--- config.mk ---
export PLATFORM = sky130hd
export DESIGN_NAME = vwpm_div
export DESIGN_NICKNAME = d
export VERILOG_FILES = /design/src/hw/rtl/vwpm_pkg.sv /design/src/hw/rtl/vwpm_div.sv
export SDC_FILE = /design/constraint.sdc
export NUM_CORES = 2
export LEC_CHECK = 0
export BUFFER_PORTS_ARGS = -buffer_cell sky130_fd_sc_hd__buf_4
export CORE_ASPECT_RATIO = 1.2
export CORE_MARGIN = 2
export CORE_UTILIZATION = 30
export CTS_CLUSTER_SIZE = 28
export DETAILED_ROUTE_END_ITERATION = 8
export PLACE_DENSITY = 0.56
export SLEW_MARGIN = 20
export SYNTH_ARGS = -nofsm -noshare
export SYNTH_HDL_FRONTEND = slang
export SYNTH_SLANG_ARGS = --single-unit
--- constraint.sdc ---
create_clock -name clk -period 3.4 [get_ports clk]
set_input_delay 0.51 -clock clk [delete_from_list [all_inputs] [get_ports clk]]
set_output_delay 0.51 -clock clk [all_outputs]
set_load 0.01 [all_outputs]
--- src/hw/rtl/vwpm_pkg.sv ---
package vwpm_pkg;

	// Input pixel width and output value width.
	localparam int PIXEL_BITS = 16;
	localparam int OUT_W      = 16;

	// Configuration port.
	localparam int CFG_IDX_W  = 3;
	localparam int CFG_DATA_W = 16;

	// Register widths.
	localparam int WD_W  = 16;
	localparam int RNG_W = OUT_W + 1;

	// Pixel minus center, and the compare width against eight window widths.
	localparam int D_W   = ((PIXEL_BITS > WD_W) ? PIXEL_BITS : WD_W) + 1;
	localparam int CMP_W = (D_W > WD_W + 3) ? D_W : WD_W + 3;

	// Q30 fixed point for the exponential.
	localparam int Q_FRAC    = 30;
	localparam int Q_W       = Q_FRAC + 1;
	localparam int VQ_W      = 30;
	localparam int TERMS     = 12;
	localparam int SQUARINGS = 5;
	localparam int RCP_SH    = 32;
	localparam int RCP_W     = RCP_SH + 1;
	localparam logic [Q_W-1:0] Q30_ONE = {1'b1, {Q_FRAC{1'b0}}};

	// Final divider operands.
	localparam int PR_W  = RNG_W + Q_W + 1;
	localparam int DS_W  = Q_W + 1;
	localparam int LIN_W = D_W + RNG_W + 3;
	localparam int SIG_W = PR_W + 1;
	localparam int NUM_W = (LIN_W > SIG_W) ? LIN_W : SIG_W;
	localparam int DEN_W = DS_W + 1;

	// Transfer curve codes.
	localparam logic [1:0] MODE_LINEAR  = 2'd0;
	localparam logic [1:0] MODE_SIGMOID = 2'd2;

	// Register reset values.
	localparam logic signed [WD_W-1:0] CENTER_RST  = 16'sd40;
	localparam logic [WD_W-1:0]        WIDTH_RST   = 16'd400;
	localparam logic [OUT_W-1:0]       OUT_MIN_RST = 16'd0;
	localparam logic [OUT_W-1:0]       OUT_MAX_RST = 16'd255;

	typedef enum logic [CFG_IDX_W-1:0] {
		REG_MODE,
		REG_CENTER,
		REG_WIDTH,
		REG_OUT_MIN,
		REG_OUT_MAX
	} cfg_reg_t;

	// Per-item control that travels down the sigmoid pipeline.
	typedef struct packed {
		logic vld;
		logic neg;
		logic sat;
	} vwpm_tag_t;

	// Divider result: negative numerator, quotient too large, or 16-bit quotient.
	typedef struct packed {
		logic             vld;
		logic             neg;
		logic             sat;
		logic [OUT_W-1:0] quo;
	} vwpm_quo_t;

	// floor(2^32 / i) for the series term divisors.
	function automatic logic [RCP_W-1:0] vwpm_recip(input int unsigned i);
		logic [RCP_W-1:0] m;
		unique case (i)
			1:       m = 33'h1_0000_0000;
			2:       m = 33'h0_8000_0000;
			3:       m = 33'h0_5555_5555;
			4:       m = 33'h0_4000_0000;
			5:       m = 33'h0_3333_3333;
			6:       m = 33'h0_2AAA_AAAA;
			7:       m = 33'h0_2492_4924;
			8:       m = 33'h0_2000_0000;
			9:       m = 33'h0_1C71_C71C;
			10:      m = 33'h0_1999_9999;
			11:      m = 33'h0_1745_D174;
			12:      m = 33'h0_1555_5555;
			default: m = '0;
		endcase
		return m;
	endfunction

endpackage

--- src/hw/rtl/vwpm_div.sv ---
module vwpm_div (
	input  logic                               clk,
	input  logic                               arst_n,
	input  logic                               in_vld,
	input  logic signed [vwpm_pkg::NUM_W-1:0]  num,
	input  logic        [vwpm_pkg::DEN_W-1:0]  den,
	output vwpm_pkg::vwpm_quo_t                res
);
	import vwpm_pkg::*;

	localparam int STEPS = OUT_W;

	logic             vld_s [0:STEPS];
	logic             neg_s [0:STEPS];
	logic             sat_s [0:STEPS];
	logic [DEN_W-1:0] rem_s [0:STEPS];
	logic [DEN_W-1:0] den_s [0:STEPS];
	logic [OUT_W-1:0] low_s [0:STEPS];
	logic [OUT_W-1:0] quo_s [0:STEPS];

	logic [NUM_W-1:0] num_u;
	logic [NUM_W-1:0] big;
	logic             neg_in;
	logic             sat_in;

	// Classify the numerator: negative, or quotient of 2^16 or more.
	assign num_u  = num;
	assign big    = NUM_W'({den, {OUT_W{1'b0}}});
	assign neg_in = num[NUM_W-1];
	assign sat_in = !neg_in && (num_u >= big);

	always_ff @(posedge clk or negedge arst_n) begin
		if (!arst_n) begin
			vld_s[0] <= 1'b0;
		end else begin
			vld_s[0] <= in_vld;
		end
	end

	always_ff @(posedge clk) begin
		neg_s[0] <= neg_in;
		sat_s[0] <= sat_in;
		rem_s[0] <= num_u[OUT_W +: DEN_W];
		low_s[0] <= num_u[OUT_W-1:0];
		den_s[0] <= den;
		quo_s[0] <= '0;
	end

	// One restoring step per stage, most significant quotient bit first.
	for (genvar K = 1; K <= STEPS; K++) begin : g_step
		logic [DEN_W:0]   trial;
		logic             ge;
		logic [DEN_W-1:0] rem_nx;

		assign trial  = {rem_s[K-1], low_s[K-1][OUT_W-1]};
		assign ge     = trial >= {1'b0, den_s[K-1]};
		assign rem_nx = ge ? DEN_W'(trial - {1'b0, den_s[K-1]}) : trial[DEN_W-1:0];

		always_ff @(posedge clk or negedge arst_n) begin
			if (!arst_n) begin
				vld_s[K] <= 1'b0;
			end else begin
				vld_s[K] <= vld_s[K-1];
			end
		end

		always_ff @(posedge clk) begin
			neg_s[K] <= neg_s[K-1];
			sat_s[K] <= sat_s[K-1];
			rem_s[K] <= rem_nx;
			den_s[K] <= den_s[K-1];
			low_s[K] <= {low_s[K-1][OUT_W-2:0], 1'b0};
			quo_s[K] <= {quo_s[K-1][OUT_W-2:0], ge};
		end
	end

	assign res.vld = vld_s[STEPS];
	assign res.neg = neg_s[STEPS];
	assign res.sat = sat_s[STEPS];
	assign res.quo = quo_s[STEPS];

endmodule

# ---- After elaboration in Yosys (flattened, before gate mapping)
# Memories as Yosys holds them, arrays and structs flattened.
# Index checks and enable logic that the tools add are counted.
dict set report word_totals {
  mem_count 6
  out_inout_bits 19
  reg_bits 17
  ramBits 1700
  wordCells 74
}
dict set report classes {
  reduce_logical 2
  add_sub_neg 16
  mux 16
  n_lt_le_gt_ge 17
}
# name words word_bits rd rd_clocked_by_memory_dff wr line
set mem_list {}
lappend mem_list {den_s 17 33 16 0 17 vwpm_div.sv:17} ;# logic [DEN_W-1:0] den_s [0:STEPS];
lappend mem_list {rem_s 17 33 16 0 17 vwpm_div.sv:16} ;# logic [DEN_W-1:0] rem_s [0:STEPS];
lappend mem_list {low_s 17 16 16 0 17 vwpm_div.sv:18} ;# logic [OUT_W-1:0] low_s [0:STEPS];
lappend mem_list {quo_s 17 16 17 0 17 vwpm_div.sv:19} ;# logic [OUT_W-1:0] quo_s [0:STEPS];
lappend mem_list {neg_s 17 1 17 0 17 vwpm_div.sv:14} ;# logic neg_s [0:STEPS];
lappend mem_list {sat_s 17 1 17 0 17 vwpm_div.sv:15} ;# logic sat_s [0:STEPS];
# op n
set ops {}
lappend ops {{$ge A34 B33 Y1} 16}
lappend ops {{$mux W33} 16}
lappend ops {{$sub A33 B33 Y33} 16}
lappend ops {{$ge A50 B49 Y1} 1}
lappend ops {{$logic_and A1 B1 Y1} 1}
lappend ops {{$logic_not A1 Y1} 1}

# ---- Longest topological paths before layout
# An unclocked memory read counts as a cell.
dict set report logic_depth {
  word_depth 3
  ltp_mapped 18
  mapped_depth_nobuf 16
}

# ---- Worst setup path before layout
# Ideal clock, no wire load.
dict set report synth_timing {
  kind {register to register}
  from {mem low_s[6][15] (netlist: low_s[0][111])}
  to {mem rem_s[0][234] (netlist name)}
  setup_time_ps 121
  setup_slack_ps 71
  stages_incl_launch_ff 16
  arrival_ps 3207
  path_cell_list {dfxtp_1 -> inv_1 -> ha_1 -> inv_1 -> fa_1 -> a21o_1 -> a21o_1 -> a2111o_1 -> nand4_1 -> or3b_1 -> a41oi_2 -> a21oi_2 -> nor2_2 -> o21bai_2 -> buf_6 -> mux2_4}
}
# element line
set synth_lines {}
lappend synth_lines {{start, declared} vwpm_div.sv:18}
lappend synth_lines {{end, declared} vwpm_div.sv:16}

==> impl_metrics.yaml <==
floorplan:
  dieArea_um2: 210000
  initial_core_util_pct: 30.2
  die_w_um: 419
  core_um2: 205000
  ios: 105
  core.rowCount: 182
  die_h_um: 502
synth:
  synth-seq-cells: 1379
  yosysTopAreaCell: "dfxtp_1"
  synth_ff_type: "dfxtp_1"
  synth_area_leaders: "dfxtp_1 44%, ha_1 11%, mux2_2 4.4%"
  syn_area_per_cell_um2: 9.65
  synth-async-reset-ratio_pct: 1.23
  synth_nets: 7092
  synthCells: 6430
  synth_enable_flop_cells: 0
  synth.cell_area_um2: 62000
  ys_types: 94
  netlist_top_cells_count: "1,362 x dfxtp_1, 685 x inv_1, 561 x ha_1, 548 x a21oi_1, 368 x nand2_1"
  ys_seq_area_share_pct: 44.6
  yosysWarnings: 0
  synth.most_common_cell: "dfxtp_1"
  synth_top_area_share_pct: 44.0
pwr:
  swShare_pct: 37.0
  p_sw_uw: 29900
  ir_drop_mv: 0.703
  total_leakage_power_uw: 0.0356
  combPwrFrac_pct: 50.6
  p_int_uw: 51100
  p_clk_share_pct: 20.8
  power_density_nw_per_um2: 1060
  p_seq_share_pct: 28.6
worst_hold_path:
  hold_class: "in2async"
run_status:
  outcome: "complete, but fails checks"
  violations: "negative setup slack"
placed_design:
  place_hpwl_um: 118000
  placed_area_um2: 68600
  gp_congestion: 0.932
  port_buffers: 104
  dp_slack_ps: -427
cts:
  cts-root-buf: "clkbuf_16"
  clkTransAtPathRegs_ps: 60
  htree_num_levels: 4
  clock-sinks: 1379
  cts_inserted_buffers: 153
  clockBufferDepth: 3
  worstSkewPairLatency_ps: 820
  cts_tree: "done"
timing:
  hold_violations: 0
  rsz0062_at_grt: "true"
  slew_viol_final: 0
  min_period_over_period_pct: 101
  finalCriticalPeriod_ps: 3430
  max_slew_margin_pct: 49.4
  fmax_mhz: 292
  setup_ws_ps: -27.5
  final-setup-viol-count: 15
  skew_ps: 64.5
  tightestPinTransition_ps: 754
worst_setup_path:
  cp.arrival_ps: 4090
  endpoint_kind: "flop"
  cp-start-kind: "flop"
  cp_max_fo: 13
  reg2reg_depth: 15
  cp_data_required_time_ps: 4060
  path_class: "reg2reg"
final_layout:
  fin_area_um2: 76600
  areaGrowthSynthToFinish_pct: 23.5
  nets: 7713
  final_layout_size_suffix_gt1_share_pct: 17.7
detailed_routing:
  vias: 46000
  first_pass_iters: 5
  drt-total-wl_um: 153000
  drt_iter0_drc: 1991
  ant_nets: 0
  via_per_inst: 4.63
  drcViolationCount: 0
  wl_per_cell_um: 15.4
global_routing:
  grt_pass1_wl_um: 239000
  grt_usage_pct: 14.1
  antenna_found_initial: 2
  grt_max_degree: 56
  grt_pass1_vias: 47700
  gr-total-overflow: 0
job:
  maxCapViolCount: 0
[cells in the final DEF (no fill, tap or decap), types with 35 or more instances in the layout]
master and count:
a21o_1 344, xor2_1 161, mux2_2 222, o21a_1 50, clkbuf_16 166, buf_4 486, xnor2_1 269, dlygate4sd3_1 85
nand4_1 90, a21oi_2 36, nor3_1 53, inv_1 675, ha_1 548, and3_1 54, clkbuf_1 35, nand2_1 368
nand2b_1 50, a31oi_1 49, dfxtp_1 1353, a21oi_1 510, nand3_1 106, o21ai_0 317, o21bai_1 60, nor2b_1 63
nor2_1 308, mux2_4 51
[metrics by stage]
| stage | power [µW] | hold WS [ps] | instances | setup TNS, ps | utilization [%] |
|---|---|---|---|---|---|
| after global routing | 86900 | 55.2 | 9926 | -5810 | 37.3 |
| final | 81000 | 108 | 9928 | -155 | 37.3 |
| after global placement | 61100 | 312 | 9515 | -28660 | 33.4 |
| after CTS | 80100 | 10.3 | 9891 | -587 | 36.7 |
| after floorplan | 50200 | 214 | 6430 | 0 | - |
| after detailed placement | 61500 | 312 | 9515 | -37740 | 33.4 |
[timing repair]
item                                    CTS  global route
hold buffers                             85             0
endpoints found under the hold margin   102             0
buffers inserted                         15            24
endpoints found under the setup margin  286           389
gates cloned                              6            15
gates resized for setup                  74           188
pin swaps                                36            87
[power groups by stage]
stage	combinational (µW)	clock, µW	sequential (µW)
after global routing	45100	18100	23600
after detailed placement	38100	0	23400
after CTS	39500	17500	23100
after floorplan	27800	0	22500
final	41000	16900	23200
after global placement	37600	0	23500
[worst max-delay path, stage by stage (launching register included)]
cell      delay (ps)
dfxtp_2          310
inv_2             70
ha_4             130
inv_2             30
fa_2             330
a21o_1           180
a21o_1           200
a2111o_1         440
nand4_1          100
or3b_4           440
a41oi_4          190
a21oi_2           80
nor2_2           130
o21bai_4         150
buf_12           200
mux2_4           290
[final cells by class]
| class | count | area [µm²] |
|---|---|---|
| clock buffer | 215 | 4330 |
| sequential | 1379 | 27700 |
| fill | 20300 | 129000 |
| tap | 2760 | 3450 |
| timing repair buffer | 623 | 5520 |
| antenna | 2 | 5.00 |
| clock inverter | 55 | 968 |
| multi-input combinational | 4207 | 32000 |
| inverter | 687 | 2580 |
[cells by family after synthesis]
logic type,share of synthesized area (%)
simple gates,9.44
fa+ha+maj,11.8
flops,44.6
compound gates,17.3
mux,5.37
buf+inv,5.43
xor+xnor,6.07
[worst paths after layout]
check	slack [ps]	start	end
worst max-delay path	-30	low_s[0][111]	rem_s[0][246]
worst min-delay path	110	arst_n	vld_s[8]
worst max register to register	-30	low_s[0][111]	rem_s[0][246]
worst min register to register	310	quo_s[0][130]	quo_s[0][147]
max in group asynchronous	3090	arst_n	vld_s[2]
min in group clk	310	quo_s[0][130]	quo_s[0][147]
[routing by layer]
layer	wire [µm]	global-route usage [%]	vias up
met5	0	0	-
met4	9520	8.28	0
met3	4130	2.12	410
met2	82000	27.6	817
met1	57300	13.8	21200
li1	-	-	23500
[flip-flops by register name, indices dropped and copies added, names as in the netlist]
signal / cells
rem_s: 528
sat_s: 17
den_s: 528
vld_s: 16
low_s: 136
neg_s: 17
res: 1
quo_s: 136
Power figures use the tool's default switching activity.
